==> config.mk <==
export PLATFORM = sky130hd
export DESIGN_NAME = rgb_fade_ws2812_encoder
export DESIGN_NICKNAME = d
export VERILOG_FILES = /design/src/rfw_pkg.sv /design/src/rfw_div.sv /design/src/rgb_fade_ws2812_encoder.sv
export SDC_FILE = /design/constraint.sdc
export NUM_CORES = 2
export LEC_CHECK = 0
export BUFFER_PORTS_ARGS = -buffer_cell sky130_fd_sc_hd__buf_2
export CAP_MARGIN = 20
export CORE_ASPECT_RATIO = 1.2
export CORE_MARGIN = 2
export CORE_UTILIZATION = 60
export CTS_CLUSTER_DIAMETER = 150
export DETAILED_ROUTE_END_ITERATION = 8
export GPL_ROUTABILITY_DRIVEN = 0
export MAX_ROUTING_LAYER = met4
export PLACE_DENSITY = 0.84
export SYNTH_ARGS = -nofsm -noshare
export SYNTH_HDL_FRONTEND = slang
export SYNTH_SLANG_ARGS = --single-unit
==> constraint.sdc <==
create_clock -name clk -period 10.6 [get_ports clk]
set_clock_uncertainty 0.1 [all_clocks]
set_input_delay 1.59 -clock clk [delete_from_list [all_inputs] [get_ports clk]]
set_output_delay 1.59 -clock clk [all_outputs]
set_load 0.05 [all_outputs]
==> src/rfw_pkg.sv <==
// Shared types, constants and helpers for the RGB fade WS2812 encoder.
// No dependencies; imported by every module of the block.
package rfw_pkg;

	localparam int RAND_W     = 15;
	localparam int CHAN_W     = 8;
	localparam int COLOR_W    = 24;
	localparam int TICK_W     = 14;
	localparam int QV_W       = 16;
	localparam int DIVIDEND_W = 16;
	localparam int DIVISOR_W  = 14;
	localparam int WORD_W     = 32;
	localparam int CFG_IDX_W  = 8;
	localparam int CFG_DATA_W = 16;
	localparam int BRI_W      = 8;
	localparam int SCALE_W    = 16;

	// Register indexes on the configuration channel
	localparam logic [CFG_IDX_W-1:0] REG_FADE_SECONDS = 8'd0;
	localparam logic [CFG_IDX_W-1:0] REG_BRIGHTNESS   = 8'd1;
	localparam logic [CFG_IDX_W-1:0] REG_BRI_SCALE    = 8'd2;
	localparam logic [CFG_IDX_W-1:0] REG_INVERT_LINE  = 8'd3;

	// Color channel codes carried in tuser
	localparam logic [1:0] CH_RED   = 2'd0;
	localparam logic [1:0] CH_GREEN = 2'd1;
	localparam logic [1:0] CH_BLUE  = 2'd2;

	// Line codes for one color bit
	localparam logic [3:0] CODE_ZERO_NORMAL = 4'h8;
	localparam logic [3:0] CODE_ONE_NORMAL  = 4'hE;
	localparam logic [3:0] CODE_ZERO_INVERT = 4'h7;
	localparam logic [3:0] CODE_ONE_INVERT  = 4'h1;

	typedef enum logic [5:0] {
		ST_IDLE  = 6'b000001,
		ST_START = 6'b000010,
		ST_DIV   = 6'b000100,
		ST_MUL1  = 6'b001000,
		ST_MUL2  = 6'b010000,
		ST_MUL3  = 6'b100000
	} fsm_t;

	typedef struct packed {
		logic                  start;
		logic [DIVIDEND_W-1:0] dividend;
		logic [DIVISOR_W-1:0]  divisor;
	} div_req_t;

	typedef struct packed {
		logic                  done;
		logic [DIVIDEND_W-1:0] quotient;
	} div_rsp_t;

	// Expand one color byte into eight 4-bit line codes, LSB first, halves swapped
	function automatic logic [WORD_W-1:0] encode_byte(input logic [CHAN_W-1:0] v,
	                                                  input logic invert);
		logic [WORD_W-1:0] w;
		logic [3:0]        c0;
		logic [3:0]        c1;
		c0 = invert ? CODE_ZERO_INVERT : CODE_ZERO_NORMAL;
		c1 = invert ? CODE_ONE_INVERT : CODE_ONE_NORMAL;
		w  = '0;
		for (int i = 0; i < CHAN_W; i++) begin
			w[4*i +: 4] = v[i] ? c1 : c0;
		end
		return {w[15:0], w[31:16]};
	endfunction

endpackage

==> src/rfw_div.sv <==
// Iterative restoring divider, one quotient bit per cycle.
// Depends on rfw_pkg for widths and the request/response structs.
module rfw_div (
	input  logic              clk,
	input  logic              arst_n,
	input  rfw_pkg::div_req_t req,
	output rfw_pkg::div_rsp_t rsp
);
	import rfw_pkg::*;

	localparam int CNT_W = $clog2(DIVIDEND_W);

	logic                  busy_q;
	logic                  done_q;
	logic [CNT_W-1:0]      cnt_q;
	logic [DIVISOR_W-1:0]  rem_q;
	logic [DIVIDEND_W-1:0] quo_q;
	logic [DIVISOR_W-1:0]  dsr_q;
	logic [DIVISOR_W:0]    trial;
	logic                  fits;

	assign trial = {rem_q, quo_q[DIVIDEND_W-1]};
	assign fits  = trial >= {1'b0, dsr_q};

	always_ff @(posedge clk or negedge arst_n) begin
		if (!arst_n) begin
			busy_q <= 1'b0;
			done_q <= 1'b0;
			cnt_q  <= '0;
		end else begin
			done_q <= 1'b0;
			if (req.start) begin
				busy_q <= 1'b1;
				cnt_q  <= CNT_W'(DIVIDEND_W - 1);
			end else if (busy_q) begin
				cnt_q <= cnt_q - 1'b1;
				if (cnt_q == '0) begin
					busy_q <= 1'b0;
					done_q <= 1'b1;
				end
			end
		end
	end

	always_ff @(posedge clk) begin
		if (req.start) begin
			rem_q <= '0;
			quo_q <= req.dividend;
			dsr_q <= req.divisor;
		end else if (busy_q) begin
			// shift the next dividend bit in, subtract when it fits
			rem_q <= fits ? DIVISOR_W'(trial - {1'b0, dsr_q}) : trial[DIVISOR_W-1:0];
			quo_q <= {quo_q[DIVIDEND_W-2:0], fits};
		end
	end

	assign rsp.done     = done_q;
	assign rsp.quotient = quo_q;

endmodule

==> src/rgb_fade_ws2812_encoder.sv <==
// Sequence: an accepted tick yields its red word, then green and blue, each channel
// passing through start, 16 divider steps, divider done and three multiply stages;
// a channel with no fade skips the divider.
// Ticks are paced by the shared divider, used once per fading channel; no new tick is
// taken before the last one is through. The input is held off while a tick is in work;
// the blue word may still wait.
// Reset (arst_n low, asynchronous): counter and colors clear, registers take defaults.
module rgb_fade_ws2812_encoder (
	input  logic                            clk,
	input  logic                            arst_n,
	// input stream: tdata[14:0] random_value, [15] zero
	input  logic                            s_tvalid,
	output logic                            s_tready,
	input  logic [15:0]                     s_tdata,
	// output stream: tdata[31:0] i2s_word
	output logic                            m_tvalid,
	input  logic                            m_tready,
	output logic [rfw_pkg::WORD_W-1:0]      m_tdata,
	// tuser[1:0] color_index
	output logic [1:0]                      m_tuser,
	output logic                            m_tlast,
	// configuration write channel
	input  logic                            cfg_valid,
	output logic                            cfg_ready,
	input  logic [rfw_pkg::CFG_IDX_W-1:0]   cfg_index,
	input  logic [rfw_pkg::CFG_DATA_W-1:0]  cfg_data
);
	import rfw_pkg::*;

	// configuration registers
	logic [7:0]         fade_q;
	logic [BRI_W-1:0]   bri_q;
	logic [SCALE_W-1:0] scale_q;
	logic               inv_q;

	// fade state
	logic [TICK_W-1:0]  tick_q;
	logic [COLOR_W-1:0] old_q;
	logic [COLOR_W-1:0] tgt_q;

	// sequencer and per-channel datapath
	fsm_t               state_q;
	logic [1:0]         ch_q;
	logic [CHAN_W-1:0]  from_q;
	logic               up_q;
	logic [QV_W-1:0]    step_q;
	logic [QV_W-1:0]    qv_q;
	logic [QV_W+BRI_W-1:0] pb_q;

	// output register
	logic               m_valid_q;
	logic [WORD_W-1:0]  m_data_q;
	logic [1:0]         m_user_q;
	logic               m_last_q;

	logic [TICK_W-1:0]  period;
	logic [TICK_W-1:0]  tick_inc;
	logic               reload;
	logic [COLOR_W-1:0] new_color;
	logic [RAND_W:0]    rv2;
	logic [4:0]         r5;
	logic [5:0]         g6;
	logic [4:0]         b5;
	logic [CHAN_W-1:0]  ch_from;
	logic [CHAN_W-1:0]  ch_to;
	logic [CHAN_W-1:0]  diff;
	logic [29:0]        step_prod;
	logic [QV_W-1:0]    from_q88;
	logic [39:0]        ps_prod;
	logic               out_free;
	logic               s_fire;
	div_req_t           div_req;
	div_rsp_t           div_rsp;

	assign cfg_ready = 1'b1;
	assign s_tready  = (state_q == ST_IDLE);
	assign s_fire    = s_tvalid && s_tready;
	assign out_free  = !m_valid_q || m_tready;

	// period = fade_seconds * 50, built from shifts
	assign period   = TICK_W'({6'd0, fade_q} << 5) + TICK_W'({6'd0, fade_q} << 4)
	                + TICK_W'({6'd0, fade_q} << 1);
	assign tick_inc = tick_q + 1'b1;
	assign reload   = tick_inc >= period;

	// new target: doubled random value read as RGB565, bits replicated up to 8
	assign rv2       = {s_tdata[RAND_W-1:0], 1'b0};
	assign r5        = rv2[15:11];
	assign g6        = rv2[10:5];
	assign b5        = rv2[4:0];
	assign new_color = {r5, r5[4:2], g6, g6[5:4], b5, b5[4:2]};

	always_comb begin
		case (ch_q)
			CH_RED: begin
				ch_from = old_q[23:16];
				ch_to   = tgt_q[23:16];
			end
			CH_GREEN: begin
				ch_from = old_q[15:8];
				ch_to   = tgt_q[15:8];
			end
			default: begin
				ch_from = old_q[7:0];
				ch_to   = tgt_q[7:0];
			end
		endcase
	end

	assign diff = (ch_from < ch_to) ? ch_to - ch_from : ch_from - ch_to;

	assign div_req.start    = (state_q == ST_START) && (period != '0) && (ch_from != ch_to);
	assign div_req.dividend = {diff, 8'd0};
	assign div_req.divisor  = period;

	rfw_div u_div (
		.clk    (clk),
		.arst_n (arst_n),
		.req    (div_req),
		.rsp    (div_rsp)
	);

	assign step_prod = step_q * tick_q;
	assign from_q88  = {from_q, 8'd0};
	assign ps_prod   = pb_q * scale_q;

	// configuration writes; unknown indexes drop
	always_ff @(posedge clk or negedge arst_n) begin
		if (!arst_n) begin
			fade_q  <= 8'd4;
			bri_q   <= 8'd255;
			scale_q <= 16'd257;
			inv_q   <= 1'b0;
		end else if (cfg_valid) begin
			unique case (cfg_index)
				REG_FADE_SECONDS: fade_q  <= cfg_data[7:0];
				REG_BRIGHTNESS:   bri_q   <= cfg_data[BRI_W-1:0];
				REG_BRI_SCALE:    scale_q <= cfg_data[SCALE_W-1:0];
				REG_INVERT_LINE:  inv_q   <= cfg_data[0];
				default: ;
			endcase
		end
	end

	// sequencer: tick update, then per channel divide (fading channels only), interpolate, scale, emit
	always_ff @(posedge clk or negedge arst_n) begin
		if (!arst_n) begin
			state_q   <= ST_IDLE;
			ch_q      <= CH_RED;
			tick_q    <= '0;
			old_q     <= '0;
			tgt_q     <= '0;
			m_valid_q <= 1'b0;
		end else begin
			// load a new word or drop the one just taken
			if (state_q == ST_MUL3 && out_free) begin
				m_valid_q <= 1'b1;
			end else if (m_tready) begin
				m_valid_q <= 1'b0;
			end
			unique case (state_q)
				ST_IDLE: begin
					if (s_fire) begin
						ch_q    <= CH_RED;
						state_q <= ST_START;
						if (reload) begin
							tick_q <= '0;
							old_q  <= tgt_q;
							tgt_q  <= new_color;
						end else begin
							tick_q <= tick_inc;
						end
					end
				end
				ST_START: begin
					state_q <= div_req.start ? ST_DIV : ST_MUL1;
				end
				ST_DIV: begin
					if (div_rsp.done) begin
						state_q <= ST_MUL1;
					end
				end
				ST_MUL1: state_q <= ST_MUL2;
				ST_MUL2: state_q <= ST_MUL3;
				ST_MUL3: begin
					// hold the byte until the output register frees up
					if (out_free) begin
						if (ch_q == CH_BLUE) begin
							state_q <= ST_IDLE;
						end else begin
							ch_q    <= ch_q + 1'b1;
							state_q <= ST_START;
						end
					end
				end
				default: state_q <= ST_IDLE;
			endcase
		end
	end

	// datapath registers
	always_ff @(posedge clk) begin
		if (state_q == ST_START) begin
			up_q <= ch_from < ch_to;
			if (div_req.start) begin
				from_q <= ch_from;
			end else begin
				// no fade: start from the target with a zero step
				from_q <= ch_to;
				step_q <= '0;
			end
		end
		if (state_q == ST_DIV && div_rsp.done) begin
			step_q <= div_rsp.quotient;
		end
		if (state_q == ST_MUL1) begin
			qv_q <= up_q ? from_q88 + step_prod[QV_W-1:0] : from_q88 - step_prod[QV_W-1:0];
		end
		if (state_q == ST_MUL2) begin
			pb_q <= qv_q * bri_q;
		end
		if (state_q == ST_MUL3 && out_free) begin
			m_data_q <= encode_byte(
				(ps_prod[39:32] != 8'd0) ? 8'hFF : ps_prod[31:24], inv_q);
			m_user_q <= ch_q;
			m_last_q <= ch_q == CH_BLUE;
		end
	end

	assign m_tvalid = m_valid_q;
	assign m_tdata  = m_data_q;
	assign m_tuser  = m_user_q;
	assign m_tlast  = m_last_q;

endmodule

### After elaboration in Yosys (flattened, before gate mapping)

Cells that the tools add are included.

* logic and storage cells: 126
* input bits: 45
* register bits: 252

* add/subtract/negate cells: 10
* order comparisons: 3
* reductions and logical operators: 25
* $mul: 3
* mux-type cells: 43
* equal/unequal tests: 17

Operators with widths (number)
* 16-bit two-way mux: 6
* 4-bit two-way mux: 13
* 24-bit by 16-bit multiplier with 40-bit output: 1
* 6-bit case mux with 6 select lines: 1
* 8-bit case mux with 2 select lines: 2
* 14-bit two-way mux: 2
* 16-bit by 8-bit multiplier with 24-bit output: 1
* 8-bit two-way mux: 3
* 6-bit two-way mux: 3
* 16-bit adder: 1
* 8-bit by 2-bit == test with 1-bit output, second input constant: 2
* 16-bit by 14-bit multiplier with 16-bit output: 1
* 16-bit subtractor: 1
* 8-bit subtractor: 2
* 15-bit by 14-bit greater-or-equal comparator with 1-bit output: 1
* 13-bit by 12-bit adder with 14-bit output: 1
* 14-bit by 1-bit adder with 14-bit output, second input constant: 1
* 14-bit by 9-bit adder with 14-bit output: 1
* 14-bit greater-or-equal comparator: 1
* 14-bit nonzero test: 1
* 14-bit subtractor: 1
* 2-bit AND reduction: 6
* 8-bit by 1-bit == test with 1-bit output, second input constant: 1
* 8-bit zero test: 1
* 26 further kinds: 47

### Logic depth before layout (Yosys ltp)

* depth in word-level cells: 8
* mapped depth: 33
* mapped depth without buffers: 32

### By module

From an unflattened synthesis, not the netlist that was laid out.

* cell total of the unflattened synthesis: 3178
* area, all modules: 30643.1 sq um

Modules (own cells, without submodules)
* rgb_fade_ws2812_encoder: cells each 2928, instances 1, area each 27890.5 sq um
* rfw_div: cells each 250, instances 1, area each 2752.6 sq um

### Worst setup path before layout

No wires, ideal clock.

* path kind: reg-to-reg
* from: reg tick_q[2]
* to: reg qv_q[15] (data pin)
* arrival time: 6371 ps
* path slack: 3868 ps
* required time: 10239 ps
* cell stages (with the launch flop): 32
* buffers on the path: 3
* library setup time: 261 ps
* path through: dfrtp_1 clkbuf_1 clkbuf_1 nand2_1 fa_1 inv_1 fa_1 ha_1 ha_1 inv_1 fa_1 fa_1 inv_1 ha_1 a21boi_0 o21ai_0 a21boi_0 o21ai_0 a21boi_0 nor2_1 ha_1 clkbuf_1 inv_1 o21bai_1 a21o_1 a21oi_1 o21bai_1 a21o_1 a21oi_1 o41ai_1 xnor2_1 xnor2_1

* word-level cells in the longest chain between the ends: 3
* elaborated cells between the ends (all ways): 4

RTL lines
* from (decl): line rgb_fade_ws2812_encoder.sv:37 `logic [TICK_W-1:0] tick_q;`
* from (signal assigned): line rgb_fade_ws2812_encoder.sv:171 `tick_q <= tick_inc;`
* 16-bit by 14-bit multiplier with 16-bit output (*): line rgb_fade_ws2812_encoder.sv:123 `assign step_prod = step_q * tick_q;`
* 16-bit subtractor / 16-bit adder (equally long branches): line rgb_fade_ws2812_encoder.sv:217 `qv_q <= up_q ? from_q88 + step_prod[QV_W-1:0] : from_q88 - step_prod[QV_W-1:0];`
* 16-bit two-way mux (*): line rgb_fade_ws2812_encoder.sv:217
* to (signal assigned): line rgb_fade_ws2812_encoder.sv:217
* to (decl): line rgb_fade_ws2812_encoder.sv:47 `logic [QV_W-1:0] qv_q;`

Mark *: on every way between the ends. The rest lies on a longest branch, timed or not.
A chain may end at the register's enable or synchronous reset.

### Worst setup path in the final report

* from: reg scale_q[3]
* to: reg m_data_q[14], in the netlist m_tdata[14] (data pin)

* word-level cells in the longest chain between the ends: 4

RTL lines
* from (decl): line rgb_fade_ws2812_encoder.sv:33 `logic [SCALE_W-1:0] scale_q;`
* from (signal assigned): line rgb_fade_ws2812_encoder.sv:138 `REG_BRI_SCALE: scale_q <= cfg_data[SCALE_W-1:0];`
* 24-bit by 16-bit multiplier with 40-bit output (*): line rgb_fade_ws2812_encoder.sv:125 `assign ps_prod = pb_q * scale_q;`
* 8-bit nonzero test: line rgb_fade_ws2812_encoder.sv:224 `(ps_prod[39:32] != 8'd0) ? 8'hFF : ps_prod[31:24], inv_q);`
* 8-bit two-way mux (*): line rgb_fade_ws2812_encoder.sv:224
* 4-bit two-way mux (*): line rfw_pkg.sv:65 `w[4*i +: 4] = v[i] ? c1 : c0;`
* to (signal assigned): line rgb_fade_ws2812_encoder.sv:223 `m_data_q <= encode_byte(`
* to (decl): line rgb_fade_ws2812_encoder.sv:52 `logic [WORD_W-1:0] m_data_q;`

Marked as above.

==> results.md <==
* Share of layout cells above drive strength 1 at 0.07329
* Detailed Route WL at 67,720 um
* Chip width at 210.5 um
* Total GRT Usage at 0.2761
* Worst slew pin tran at 1.118 ns
* Initial core utilization at 0.6084
* Top post-synthesis cells by area: fa_1 (31%), ha_1 (11%), edfxtp_1 (9.7%), inv_1 (7.5%), and2_1 (6.8%)
* Sequential area share after synthesis at 0.1867
* EDFF count, synth at 99
* Sum Neg Setup Slack at 0 ns
* CP arrival at 8.02 ns
* DRC at 0
* Most common cell after layout, fill and taps aside: inv_1
* Clk pin slew, worst setup/hold paths at 0.06 ns
* Crit Path Class: reg -> reg
* Syn Nets at 4,011
* Gr ovfl total at 0
* Peak VDD IR at 0.4087 mV
* Longest Clk Path Bufs at 3
* Final Max Slew Viols at 0
* CP required at 10.78 ns
* Ys Warns at 0
* Post-CTS Setup Bufs at 0
* Nets at 3,993
* Power per Cell Area at 240.0 mW/mm2
* Pre-CTS setup slack at 2.947 ns
* Clk Latency, worst-skew pair at 0.56 ns
* Min cycle time layout at 7.844 ns
* Initial antenna violation count at 1
* First-pass GRT wire length at 114,200 um
* RSZ-0062 raised after global routing: no
* Critical Path End Type: register
* Row Count at 90
* Cell area after layout at 0.03227 mm2
* HP Class: reg -> reg
* Synthesis-to-layout area growth at 5.136%
* Post-synth top area cell: fa_1
* Top cell type's share of synthesized area at 0.3111
* Hold Vio Cnt, Final at 0
* Port Buf Inserts at 80
* Number of global-route vias before repair at 23.95k
* Final critical-path share of the clock period at 0.7400
* TritonCTS Buffers at 27
* Fill count at 3,904
* Flops & latches, synth at 213
* Io pins at 83
* Busiest layer in global routing: met2
* Detailed placer's ending HPWL at 51,700 um
* Mapped Area at 0.03069 mm2
* CORE AREA at 0.05045 mm2
* Final ANT Viol Nets at 0
* Asr flop ratio synth at 0.4319
* Number of setup violations in the final report at 0
* Die H at 251.8 um
* Drt wl/cell at 17.52 um
* Outcome: completed
* Top_reg_cell synth: edfxtp_1
* GR met2 Demand/Resource at 0.4842
* GRT met3 Usage at 0.03946
* H-tree levels at 1
* Max Cap Viol at 0
* Cts hold-fix bufs at 0
* Via count at 22.15k
* Post-cts sizing count at 0
* Total Power at 7.746 mW
* CTS sink cnt at 213
* 1st-iter DRT viols at 1,166
* TritonRoute pass-1 iters at 7
* Crit Path Max Fanout at 25
* CP Launch Type: register
* Die ar. at 0.05299 mm2
* Grt met1 use at 0.3102
* Hold slack at 0.3783 ns
* Largest net degree at the start of global routing at 54
* Placed Area at 0.03136 mm2
* Static Leak at 15.55 nW
* Headroom to the max-slew limit at 0.2545
* Mean area per synthesized cell at 9.541 um2
* DR vias/cell at 5.730
* Setup ws final at 2.756 ns
* Commonest cells after routing, fill and taps aside: inv_1 (614), fa_1 (477), nand2_1 (408)
* Fmax achieved at 0.1275 GHz
* CTS root buf: clkbuf_16
* Post-Syn Instances at 3,217
* Synth cell types at 78
* CTS tree: yes
## cells in the mapped netlist (6+ instances only)
cell type / n
and2_1: 333
a21oi_1: 88
a22oi_1: 8
fa_1: 477
nor3b_1: 6
a31oi_1: 8
dfxtp_1: 22
mux2i_1: 32
o21a_1: 12
nor2b_1: 15
nor4_1: 14
nand2b_1: 15
mux2_2: 32
a22o_1: 9
nand3_1: 20
o21bai_1: 14
xnor2_1: 91
ha_1: 272
xor2_1: 30
dfstp_2: 12
nor2_1: 95
dfrtp_1: 80
nor3_1: 28
buf_4: 25
o21ai_0: 62
or3_1: 10
a21boi_0: 7
nand4_1: 6
a211oi_1: 13
and3_1: 10
a21o_1: 25
nand2_1: 408
mux2_4: 30
clkbuf_1: 113
edfxtp_1: 99
inv_1: 614
## path summary, 6_finish.rpt
path | from | to | slack [ns] | cells after the start
setup / recovery | scale_q[3] | m_tdata[14] | 2.76 | 23
max in group asynchronous | arst_n | scale_q[10] | 8.36 | 2
hold / removal | u_div.rem_q[13] | u_div.rem_q[13] | 0.38 | 2
min in group asynchronous | arst_n | inv_q | 0.96 | 1
setup reg to reg | scale_q[3] | m_tdata[14] | 2.76 | 23
hold reg to reg | u_div.rem_q[13] | u_div.rem_q[13] | 0.38 | 2
## power by group
group          switching [mW]  internal [mW]
Sequential              0.249           1.23
Clock                   0.389          0.542
Combinational            2.95           2.39
## cell families (layout without fill, tap and decap cells)
| kind of cell | after synthesis | in the layout | share of synthesized area |
|---|---|---|---|
| AND/OR/NAND/NOR | 983 | 983 | 0.1591 |
| buffers and inverters | 757 | 760 | 0.09731 |
| adder cells (fa/ha/maj) | 749 | 749 | 0.4220 |
| AO/OA/AOI/OAI | 299 | 299 | 0.06339 |
| flip-flops | 213 | 213 | 0.1867 |
| XOR/XNOR | 121 | 121 | 0.03453 |
| multiplexers | 94 | 94 | 0.03685 |
| other | 1 | 2 | 0.0001222 |
## critical path, cell delays in order (launching register included)
cell	delay (ns)
dfrtp_1	1.08
nand2_1	0.18
fa_1	0.52
inv_1	0.05
fa_1	0.53
inv_1	0.06
fa_1	0.51
inv_1	0.06
fa_1	0.49
fa_1	0.49
inv_1	0.06
fa_1	0.53
inv_1	0.04
ha_1	0.32
a21oi_1	0.13
o21ai_0	0.09
a31oi_1	0.18
o21a_1	0.38
o211ai_1	0.23
and2_4	0.23
a31o_2	0.24
a2bb2oi_1	0.69
nor4_1	0.19
xnor2_1	0.18
## final cells by class
cell class              instances  area, um2  area share
clock buffers                  34      764.5     0.02369
multi-input cells            2247      22000      0.6818
well taps                     644      805.8     0.02497
clock inverters                16      138.9    0.004304
repair buffers                 96      520.5     0.01613
flip-flops and latches        213       5731      0.1776
inverters                     614       2305     0.07142
diodes                          1      2.502  0.00007755
## stage by stage
stage / utilization / std cells
3_3_place_gp: 0.6216 / 3813
2_1_floorplan: - / 3217
5_1_grt: 0.6397 / 3865
6_report: 0.6397 / 3865
4_1_cts: 0.6396 / 3864
3_5_place_dp: 0.6217 / 3814
## registers in the layout, summed over array words and instances (netlist names), 6 cells and up
name	count
fade_q	8
u_div.rem_q	14
tick_q	14
tgt_q	15
m_tdata	10
u_div.dsr_q	13
from_q	8
state_q	6
pb_q	24
scale_q	16
qv_q	16
bri_q	8
u_div.quo_q	16
old_q	15
step_q	16
## per-layer routing
layer,wire length [um],vias up
li1,-,9943
met1,25120,11111
met2,34710,834
met3,4410,258
met4,3483,0
met5,0,-
Note: power is estimated with default switching activity, not from simulation.
